`config.mk`:
```
export PLATFORM = sky130hd
export DESIGN_NAME = linear_convolution
export DESIGN_NICKNAME = d
export VERILOG_FILES = /design/src/lc_pkg.sv /design/src/lc_ctrl.sv /design/src/lc_dp.sv /design/src/linear_convolution.sv
export SDC_FILE = /design/constraint.sdc
export NUM_CORES = 2
export LEC_CHECK = 0
export BUFFER_PORTS_ARGS = -buffer_cell sky130_fd_sc_hd__buf_2
export CORE_ASPECT_RATIO = 0.8
export CORE_MARGIN = 5
export CORE_UTILIZATION = 30
export CTS_CLUSTER_DIAMETER = 60
export DETAILED_ROUTE_END_ITERATION = 6
export GPL_TIMING_DRIVEN = 0
export PLACE_DENSITY = 0.55
export SYNTH_ARGS = -nofsm -noshare
export SYNTH_HDL_FRONTEND = slang
export SYNTH_SLANG_ARGS = --single-unit
```
`constraint.sdc`:
```
create_clock -name clk -period 17.8 [get_ports clk]
set_input_delay 0 -clock clk [delete_from_list [all_inputs] [get_ports clk]]
set_output_delay 0 -clock clk [all_outputs]
set_load 0.05 [all_outputs]
```
`src/lc_pkg.sv`:
```
// ----------------------------------------------------------------------------
// lc_pkg
// Shared types and constants for the linear convolution block.
// ----------------------------------------------------------------------------
package lc_pkg;

  localparam int MAX_LEN      = 32;
  localparam int SAMPLE_WIDTH = 16;

  localparam int CFG_LEN_W   = 6;
  localparam int POS_W       = 5;
  localparam int SAMPLE_IN_W = 16;
  localparam int OP_W        = 2;
  localparam int OUT_INDEX_W = 6;
  localparam int OUT_VALUE_W = 37;

  localparam logic [OP_W-1:0] OP_LOAD_A  = 2'd0;
  localparam logic [OP_W-1:0] OP_LOAD_B  = 2'd1;
  localparam logic [OP_W-1:0] OP_COMPUTE = 2'd2;

  localparam logic REG_LEN_A = 1'b0;
  localparam logic REG_LEN_B = 1'b1;

  typedef enum logic [1:0] {
    ST_IDLE,
    ST_WAIT,
    ST_RUN
  } lc_state_t;

  // travels with each product term down the pipeline
  typedef struct packed {
    logic                   first;
    logic                   last;
    logic                   run_end;
    logic [OUT_INDEX_W-1:0] index;
  } lc_tag_t;

  typedef struct packed {
    logic    load_a;
    logic    load_b;
    logic    issue;
    lc_tag_t tag;
  } lc_cmd_t;

  typedef struct packed {
    logic dp_idle;
  } lc_status_t;

endpackage

```
`src/lc_ctrl.sv`:
```
// ----------------------------------------------------------------------------
// lc_ctrl
// Sequencer: accepts transactions, walks output and term indexes, issues one
// multiply-accumulate term per cycle to the datapath, pausing between outputs.
// ----------------------------------------------------------------------------
module lc_ctrl
  import lc_pkg::*;
(
  input  logic                 clk,
  input  logic                 rst,
  input  logic                 s_tvalid,
  output logic                 s_tready,
  input  logic [OP_W-1:0]      op,
  input  logic [CFG_LEN_W-1:0] len_a,
  input  logic [CFG_LEN_W-1:0] len_b,
  input  lc_status_t           status,
  output lc_cmd_t              cmd,
  output logic [(MAX_LEN > 1 ? $clog2(MAX_LEN) : 1)-1:0] addr_a,
  output logic [(MAX_LEN > 1 ? $clog2(MAX_LEN) : 1)-1:0] addr_b
);

  localparam int AW    = (MAX_LEN > 1) ? $clog2(MAX_LEN) : 1;
  localparam int LEN_W = $clog2(MAX_LEN + 1);
  localparam int IDX_W = $clog2(2 * MAX_LEN);

  lc_state_t        state, state_next;
  logic [IDX_W-1:0] i, i_next;
  logic [IDX_W-1:0] j, j_next;
  logic [IDX_W-1:0] jend, jend_next;
  logic             first, first_next;

  logic [LEN_W-1:0] na, nb;
  logic [IDX_W-1:0] total_m1;
  logic [IDX_W-1:0] jlo, jhi;
  logic [IDX_W-1:0] diff;
  logic [31:0]      idx_ext;
  logic             accept;

  always_comb begin
    if (len_a == '0) na = LEN_W'(1);
    else if (32'(len_a) > 32'(MAX_LEN)) na = LEN_W'(MAX_LEN);
    else na = LEN_W'(len_a);
    if (len_b == '0) nb = LEN_W'(1);
    else if (32'(len_b) > 32'(MAX_LEN)) nb = LEN_W'(MAX_LEN);
    else nb = LEN_W'(len_b);
  end

  assign total_m1 = IDX_W'(na - LEN_W'(1)) + IDX_W'(nb - LEN_W'(1));
  assign jlo      = (i >= IDX_W'(na)) ? (i - IDX_W'(na) + IDX_W'(1)) : '0;
  assign jhi      = (i < IDX_W'(nb)) ? i : (IDX_W'(nb) - IDX_W'(1));
  assign diff     = i - j;
  assign addr_a   = diff[AW-1:0];
  assign addr_b   = j[AW-1:0];
  assign idx_ext  = 32'(i);

  assign s_tready = (state == ST_IDLE);
  assign accept   = s_tvalid && s_tready;

  always_ff @(posedge clk) begin
    if (rst) begin
      state <= ST_IDLE;
      i     <= '0;
      j     <= '0;
      jend  <= '0;
      first <= 1'b0;
    end else begin
      state <= state_next;
      i     <= i_next;
      j     <= j_next;
      jend  <= jend_next;
      first <= first_next;
    end
  end

  always_comb begin
    state_next       = state;
    i_next           = i;
    j_next           = j;
    jend_next        = jend;
    first_next       = first;
    cmd              = '0;
    cmd.tag.first    = first;
    cmd.tag.last     = (j == jend);
    cmd.tag.run_end  = (i == total_m1);
    cmd.tag.index    = idx_ext[OUT_INDEX_W-1:0];
    unique case (state)
      ST_IDLE: begin
        if (accept) begin
          cmd.load_a = (op == OP_LOAD_A);
          cmd.load_b = (op == OP_LOAD_B);
          if (op == OP_COMPUTE) begin
            i_next     = '0;
            state_next = ST_WAIT;
          end
        end
      end
      ST_WAIT: begin
        if (status.dp_idle) begin
          j_next     = jlo;
          jend_next  = jhi;
          first_next = 1'b1;
          state_next = ST_RUN;
        end
      end
      ST_RUN: begin
        cmd.issue  = 1'b1;
        first_next = 1'b0;
        if (j == jend) begin
          if (i == total_m1) begin
            state_next = ST_IDLE;
          end else begin
            i_next     = i + IDX_W'(1);
            state_next = ST_WAIT;
          end
        end else begin
          j_next = j + IDX_W'(1);
        end
      end
      default: state_next = ST_IDLE;
    endcase
  end

  a_term_in_range: assert property (@(posedge clk) disable iff (rst)
    (state == ST_RUN) |-> (j <= jend && j <= i))
    else $error("term index beyond its range");

  a_issue_waits_idle: assert property (@(posedge clk) disable iff (rst)
    (state == ST_WAIT && !status.dp_idle) |=> (state == ST_WAIT))
    else $error("output started before datapath drained");

endmodule

```
`src/lc_dp.sv`:
```
// ----------------------------------------------------------------------------
// lc_dp
// Datapath: sample stores, registered reads, multiplier, accumulator and
// output register.
// ----------------------------------------------------------------------------
module lc_dp
  import lc_pkg::*;
(
  input  logic                          clk,
  input  logic                          rst,
  input  lc_cmd_t                       cmd,
  input  logic [(MAX_LEN > 1 ? $clog2(MAX_LEN) : 1)-1:0] addr_a,
  input  logic [(MAX_LEN > 1 ? $clog2(MAX_LEN) : 1)-1:0] addr_b,
  input  logic [POS_W-1:0]              position,
  input  logic signed [SAMPLE_IN_W-1:0] sample,
  output lc_status_t                    status,
  output logic                          m_tvalid,
  input  logic                          m_tready,
  output logic [OUT_INDEX_W-1:0]        out_index,
  output logic [OUT_VALUE_W-1:0]        out_value,
  output logic                          out_last
);

  localparam int AW       = (MAX_LEN > 1) ? $clog2(MAX_LEN) : 1;
  localparam int PROD_W   = 2 * SAMPLE_WIDTH;
  localparam int ACC_CALC = PROD_W + $clog2(MAX_LEN) + 1;
  localparam int ACC_W    = (ACC_CALC > OUT_VALUE_W) ? ACC_CALC : OUT_VALUE_W;

  logic signed [SAMPLE_WIDTH-1:0] store_a [MAX_LEN];
  logic signed [SAMPLE_WIDTH-1:0] store_b [MAX_LEN];

  logic signed [SAMPLE_WIDTH-1:0] wr_sample;
  logic [31:0]                    wr_addr_ext;
  logic [AW-1:0]                  wr_addr;
  logic                           pos_ok;

  logic                           v1, v2;
  lc_tag_t                        tag1, tag2;
  logic signed [SAMPLE_WIDTH-1:0] a_q, b_q;
  logic signed [PROD_W-1:0]       prod;
  logic signed [ACC_W-1:0]        acc, acc_sum;

  assign wr_sample   = SAMPLE_WIDTH'(sample);
  assign wr_addr_ext = 32'(position);
  assign wr_addr     = wr_addr_ext[AW-1:0];
  assign pos_ok      = (wr_addr_ext < 32'(MAX_LEN));

  always_ff @(posedge clk) begin
    if (cmd.load_a && pos_ok) store_a[wr_addr] <= wr_sample;
    if (cmd.load_b && pos_ok) store_b[wr_addr] <= wr_sample;
    a_q <= store_a[addr_a];
    b_q <= store_b[addr_b];
  end

  always_ff @(posedge clk) begin
    if (rst) begin
      v1 <= 1'b0;
      v2 <= 1'b0;
    end else begin
      v1 <= cmd.issue;
      v2 <= v1;
    end
  end

  always_ff @(posedge clk) begin
    tag1 <= cmd.tag;
    tag2 <= tag1;
    prod <= a_q * b_q;
  end

  assign acc_sum = tag2.first ? ACC_W'(prod) : (acc + ACC_W'(prod));

  always_ff @(posedge clk) begin
    if (v2) acc <= acc_sum;
    if (v2 && tag2.last) begin
      out_index <= tag2.index;
      out_value <= acc_sum[OUT_VALUE_W-1:0];
      out_last  <= tag2.run_end;
    end
  end

  always_ff @(posedge clk) begin
    if (rst) begin
      m_tvalid <= 1'b0;
    end else if (v2 && tag2.last) begin
      m_tvalid <= 1'b1;
    end else if (m_tready) begin
      m_tvalid <= 1'b0;
    end
  end

  assign status.dp_idle = !v1 && !v2 && (!m_tvalid || m_tready);

  a_no_overwrite: assert property (@(posedge clk) disable iff (rst)
    (v2 && tag2.last) |-> (!m_tvalid || m_tready))
    else $error("result register overwritten before transaction");

  a_pipe_advance: assert property (@(posedge clk) disable iff (rst)
    v1 |=> v2)
    else $error("term lost between read and multiply stages");

endmodule

```
`src/linear_convolution.sv`:
```
// ----------------------------------------------------------------------------
// linear_convolution
// Direct full linear convolution of two stored Q1.15 sequences.
// ----------------------------------------------------------------------------
// Load transactions (operation 0 or 1) write one sample of A or B. A compute
// transaction (operation 2) returns len_a+len_b-1 results in index order,
// the last one flagged by m_tlast. One shared multiply-accumulate unit
// handles one term per cycle while a result's terms are issued, and waits
// for the datapath to drain before the next result. Result i has 1 up to
// min(len_a, len_b) terms, which pass through the store read, multiplier and
// accumulator stages. Lengths outside 1..MAX_LEN are clamped; loads at
// positions at or above MAX_LEN are dropped. The next transaction is
// accepted while the final result waits.
// ----------------------------------------------------------------------------
module linear_convolution
  import lc_pkg::*;
(
  input  logic        clk,
  input  logic        rst,
  input  logic        s_tvalid,
  output logic        s_tready,
  input  logic [23:0] s_tdata,   // operation[1:0], position[6:2], sample[22:7]
  output logic        m_tvalid,
  input  logic        m_tready,
  output logic [47:0] m_tdata,   // out_index[5:0], out_value[42:6]
  output logic        m_tlast,
  input  logic        psel,
  input  logic        penable,
  input  logic        pwrite,
  input  logic [2:0]  paddr,
  input  logic [31:0] pwdata,
  output logic [31:0] prdata,
  output logic        pready
);

  localparam int AW = (MAX_LEN > 1) ? $clog2(MAX_LEN) : 1;

  logic [CFG_LEN_W-1:0]   len_a, len_b;
  logic                   cfg_wr;
  lc_cmd_t                cmd;
  lc_status_t             status;
  logic [AW-1:0]          addr_a, addr_b;
  logic [OUT_INDEX_W-1:0] out_index;
  logic [OUT_VALUE_W-1:0] out_value;

  assign pready = 1'b1;
  assign cfg_wr = psel && penable && pwrite && pready;

  always_ff @(posedge clk) begin
    if (rst) begin
      len_a <= CFG_LEN_W'(16);
      len_b <= CFG_LEN_W'(16);
    end else if (cfg_wr) begin
      unique case (paddr[2])
        REG_LEN_A: len_a <= pwdata[CFG_LEN_W-1:0];
        REG_LEN_B: len_b <= pwdata[CFG_LEN_W-1:0];
        default:   len_a <= len_a;
      endcase
    end
  end

  always_comb begin
    unique case (paddr[2])
      REG_LEN_A: prdata = 32'(len_a);
      REG_LEN_B: prdata = 32'(len_b);
      default:   prdata = '0;
    endcase
  end

  lc_ctrl u_ctrl (
    .clk     (clk),
    .rst     (rst),
    .s_tvalid(s_tvalid),
    .s_tready(s_tready),
    .op      (s_tdata[1:0]),
    .len_a   (len_a),
    .len_b   (len_b),
    .status  (status),
    .cmd     (cmd),
    .addr_a  (addr_a),
    .addr_b  (addr_b)
  );

  lc_dp u_dp (
    .clk      (clk),
    .rst      (rst),
    .cmd      (cmd),
    .addr_a   (addr_a),
    .addr_b   (addr_b),
    .position (s_tdata[6:2]),
    .sample   ($signed(s_tdata[22:7])),
    .status   (status),
    .m_tvalid (m_tvalid),
    .m_tready (m_tready),
    .out_index(out_index),
    .out_value(out_value),
    .out_last (m_tlast)
  );

  assign m_tdata = {5'b0, out_value, out_index};

endmodule

```
======== Word level (Yosys, flattened, before mapping) ========
Memories as Yosys holds them, arrays and structs flattened. A register that Yosys moved wholly into a read port is not among the register bits.
Cells that the tools add are included.
storage, ports and cells
  register bits after elaboration ......... 168
  RAM bits ................................ 1024
  bits of input ports ..................... 66
  logic and storage cells ................. 112
  memories ................................ 2
operators by class
  add/sub/neg operators ................... 9
  multiply operators ...................... 1
  $lt $le $gt $ge ......................... 5
  equality and inequality tests ........... 12
  muxes and demuxes ....................... 33
  bitwise gates (word level) .............. 1
  reductions and logical operators ........ 26
memories
  name          words  width  read ports  clocked after memory_dff  wr ports  RTL line     text
  u_dp.store_a  32     16     1           1                         1         lc_dp.sv:29  logic signed [SAMPLE_WIDTH-1:0] store_a [MAX_LEN];
  u_dp.store_b  32     16     1           1                         1         lc_dp.sv:30  logic signed [SAMPLE_WIDTH-1:0] store_b [MAX_LEN];
operator list
  kind                                                        count
  two-way mux 6 bit                                           12
  case mux 32 bit (2 select lines)                            1
  adder 38 x 32 -> 38 bit                                     1
  two-way mux 38 bit                                          1
  multiplier 16 x 16 -> 32 bit                                1
  case mux 6 bit (2 select lines)                             2
  adder 6 x 1 -> 6 bit, second input constant                 3
  equality test 6 bit                                         2
  greater-than comparator 6 bit, second input constant        2
  logical NOT 6 bit                                           2
  two-way mux 2 bit                                           6
  subtractor 6 x 1 -> 6 bit, second input constant            2
  != test 2 bit, second input constant                        5
  two-way mux 1 bit                                           9
  logical AND 1 bit                                           8
  AND reduction 2 bit                                         4
  adder 6 bit                                                 1
  greater-or-equal comparator 6 bit                           1
  less-than comparator 5 x 6 -> 1 bit, second input constant  1
  less-than comparator 6 bit                                  1
  case mux 2 bit (3 select lines)                             1
  nonzero test 2 bit                                          3
  subtractor 6 bit                                            1
  AND reduction 5 bit                                         1
  other kinds (11)                                            16

======== Logic depth before layout (Yosys ltp) ========
  depth after elaboration ................. 9
  depth in mapped cells ................... 24

======== By module ========
From an unflattened synthesis, not the netlist that was laid out.
second synthesis, totals
  cell total of the unflattened synthesis .. 3501
  area total of the unflattened synthesis .. 58376.0 µm²
by module, submodules not included
  module              times used  cells an instance  area each (µm²)  sequential area each (µm²)
  lc_dp               1           3141               55310.5          34883.5
  lc_ctrl             1           272                2215.9           420.4
  linear_convolution  1           88                 849.6            240.2

======== Worst setup path after synthesis ========
OpenSTA, ideal clock, no wires.
  kind .................................... register to register
  start ................................... register u_dp.b_q[7], read port of u_dp.store_b
  end ..................................... register u_dp.prod[26]
  library setup time ...................... 0.120 ns
  data arrival time ....................... 5.752 ns
  data required time ...................... 17.680 ns
  slack ................................... 11.928 ns
  cell stages (with the launch flop) ...... 23
  path buffers ............................ 1
  cells stage by stage .................... dfxtp_1 clkbuf_1 nand2_1 fa_1 inv_1 fa_1 inv_1 fa_1 inv_1 fa_1 fa_1 inv_1 fa_1 inv_1 ha_1 and3_1 a31oi_1 o22ai_1 a211o_1 and4_1 a2111oi_2 a21o_1 xnor2_1
on the way
  longest elaborated chain between the ends .. 1
ends and longest elaborated chain
  item                          RTL line     text
  start, declared               lc_dp.sv:39  logic signed [SAMPLE_WIDTH-1:0] a_q, b_q;
  multiplier 16 x 16 -> 32 bit  lc_dp.sv:68  prod <= a_q * b_q;
  end signal, assigned          lc_dp.sv:68
  end, declared                 lc_dp.sv:40  logic signed [PROD_W-1:0] prod;
No other way between the ends.
A chain may end at the register's enable or synchronous reset.

======== Final worst setup path ========
  start ................................... register u_dp.a_q[11], read port of u_dp.store_a
  end ..................................... register u_dp.prod[29]
on the way
  longest elaborated chain between the ends .. 1
ends and longest elaborated chain
  item                          RTL line
  start, declared               lc_dp.sv:39
  multiplier 16 x 16 -> 32 bit  lc_dp.sv:68
No other way between the ends.

==> metrics.txt <==
outcome finished, final reports clean; DRT met1 WL 68400 um; Initial Util 0.302; Final min period 7.10 ns; ys async rst share 0; Data required, critical path 18.40 ns; Mean Syn Cell Area 16.7 um2; Least-Margin Pin Slew 1.37 ns; Critical Path AT 7.71 ns; vias in the first global route 31200; # nets final 4304; Via Count 30700; DIE AREA 203000 um2; clk sinks 1223; post-synthesis cell type count 74; crit end category flop; Area growth, synth to finish 15.9%; CTS tree built; share of layout cells above drive strength 1 0.206; final worst-path cycle share 0.399; Post-Syn Area 58100 um2; PortBufs 84; most common cell after layout, fill and taps aside edfxtp_1; cts hold-fix bufs 24; # resized after CTS 0; max cap viols 0; setup TNS 0 ns; WL per Instance 22.9 um; worst skew pair latency 0.74 ns; achievable clock frequency 141 MHz; die extent in x 502 um; first-pass GRT wire length 217000 um; DRT Pass-1 Iters 5; row count 144; GR Overflow Total 0; startpoint types flop; Top FF cell, synth edfxtp_1; Seq/Total Area, Yosys 0.611; fin. max-slew vios 0; Worst slew margin 0.0838; clk slew on worst S/H paths 0.06 ns; Clock Path Buffers 3; #FFs+latches synth 1223; Final ANT Viol Nets 0; Post-Layout Cell Count 6467; Worst Clk Skew 0.0345 ns; Inst Count DP 6220; commonest cells after routing, fill and taps aside 1105 x edfxtp_1, 346 x inv_1, 320 x mux4_2; HPWL after detailed placement 104000 um; HP Class in2reg; worst-path fanout max 10; I/O pins 150; largest net degree at the start of global routing 65; H-tree depth 3; setup bufs post-CTS 0; metal3 WL 12300 um; Placeable Area 193000 um2; Post-synth EDFFs 1105; via-per-instance ratio 4.75; fill count 18200; Hold WS 0.0692 ns; Root Driver clkbuf_16; unrepaired setup endpoints after global routing no; crit path setup slack, layout 10.70 ns; residual DRC count 0; met2 wire length 64900 um; pre-CTS WS 10.54 ns; Synth warnings 0; gr usage total 0.145; CTS buffer count 116; final hold violations 0; top sig layer met4; Setup Viol. Count Final 0; Gate Count Post-Synth 3486; type of the worst setup path reg2reg; DRT iter0 DRCs 2870; initial antenna violation count 11; routability cong. 0.819; Die Y 404 um; WL final 148000 um
-- registers in the layout (all words and copies together), names as in the netlist, 9 cells and up --
| register | count |
|---|---|
| u_dp.store_a | 512 |
| u_dp.tag2 | 9 |
| u_dp.b_q | 16 |
| u_dp.tag1 | 9 |
| u_dp.acc | 37 |
| u_dp.a_q | 16 |
| u_dp.out_value | 37 |
| u_dp.prod | 32 |
| u_dp.store_b | 512 |
-- stage by stage --
step | area (um2) | utilization
global route | 67400 | 0.350
finish | 67400 | 0.350
floorplan | 58200 | -
CTS | 67300 | 0.349
global placement | 61900 | 0.321
detailed placement | 63100 | 0.328
-- layer usage --
layer / global-route usage / vias up
met5: 0 / -
met4: 0.0267 / 0
met3: 0.0371 / 160
met2: 0.217 / 946
met1: 0.216 / 16100
li1: - / 13500
-- Yosys cell counts, drive strengths merged (42+ instances only) --
library cell	n	area (um2)
xnor2	60	526
inv	347	1300
dfxtp	118	2360
ha	155	1940
edfxtp	1105	33200
fa	268	5370
o21ai	65	325
buf	59	355
mux4	320	7210
a21oi	77	400
nor2	135	507
clkbuf	106	398
nand2	207	777
a21o	42	315
and2	135	845
-- critical path, cell delays in order, from the launching register on --
cell,delay [ns]
dfxtp_1,0.61
clkbuf_1,0.57
nand2_1,0.18
fa_1,0.54
fa_1,0.50
fa_1,0.55
inv_1,0.05
fa_1,0.47
fa_1,0.52
inv_1,0.05
fa_1,0.47
inv_1,0.04
ha_1,0.41
and3_1,0.27
a31oi_1,0.26
o31ai_1,0.52
o211ai_1,0.27
o21ai_0,0.21
o21ai_0,0.14
xnor2_1,0.36
-- final timing paths --
check                           depth (start not counted)       endpoint          from  slack [ns]
worst max-delay path                                   19  u_dp.prod[29]  u_dp.a_q[11]       10.70
worst min-delay path                                    4       len_a[1]     pwdata[1]        0.07
worst max register to register                         19  u_dp.prod[29]  u_dp.a_q[11]       10.70
worst min register to register                          0   u_dp.tag2[6]  u_dp.tag1[6]        0.33
-- final cells by class --
class	instances	area, um2	area share
flip-flops and latches	1223	35500	0.528
inverters	347	1300	0.0193
repair buffers	181	1870	0.0277
clock inverters	69	812	0.0121
multi-input cells	1781	20800	0.309
diodes	1	2.50	0.0000371
plain buffers	165	753	0.0112
well taps	2555	3200	0.0474
clock buffers	145	3080	0.0458
-- cells by family (layout without fill, tap and decap cells) --
logic type	Yosys count	in the layout	share of synthesized area
other cells	2	33	0.000129
xor+xnor	97	97	0.0146
fa+ha+maj	423	423	0.126
buf+inv	512	907	0.0354
compound gates	269	269	0.0302
mux	375	375	0.134
flops	1223	1223	0.611
simple gates	585	585	0.0483
Power is left out: the tool's default activity adds up to more than one toggle a clock period on the data nets, which glitch-free logic cannot reach.
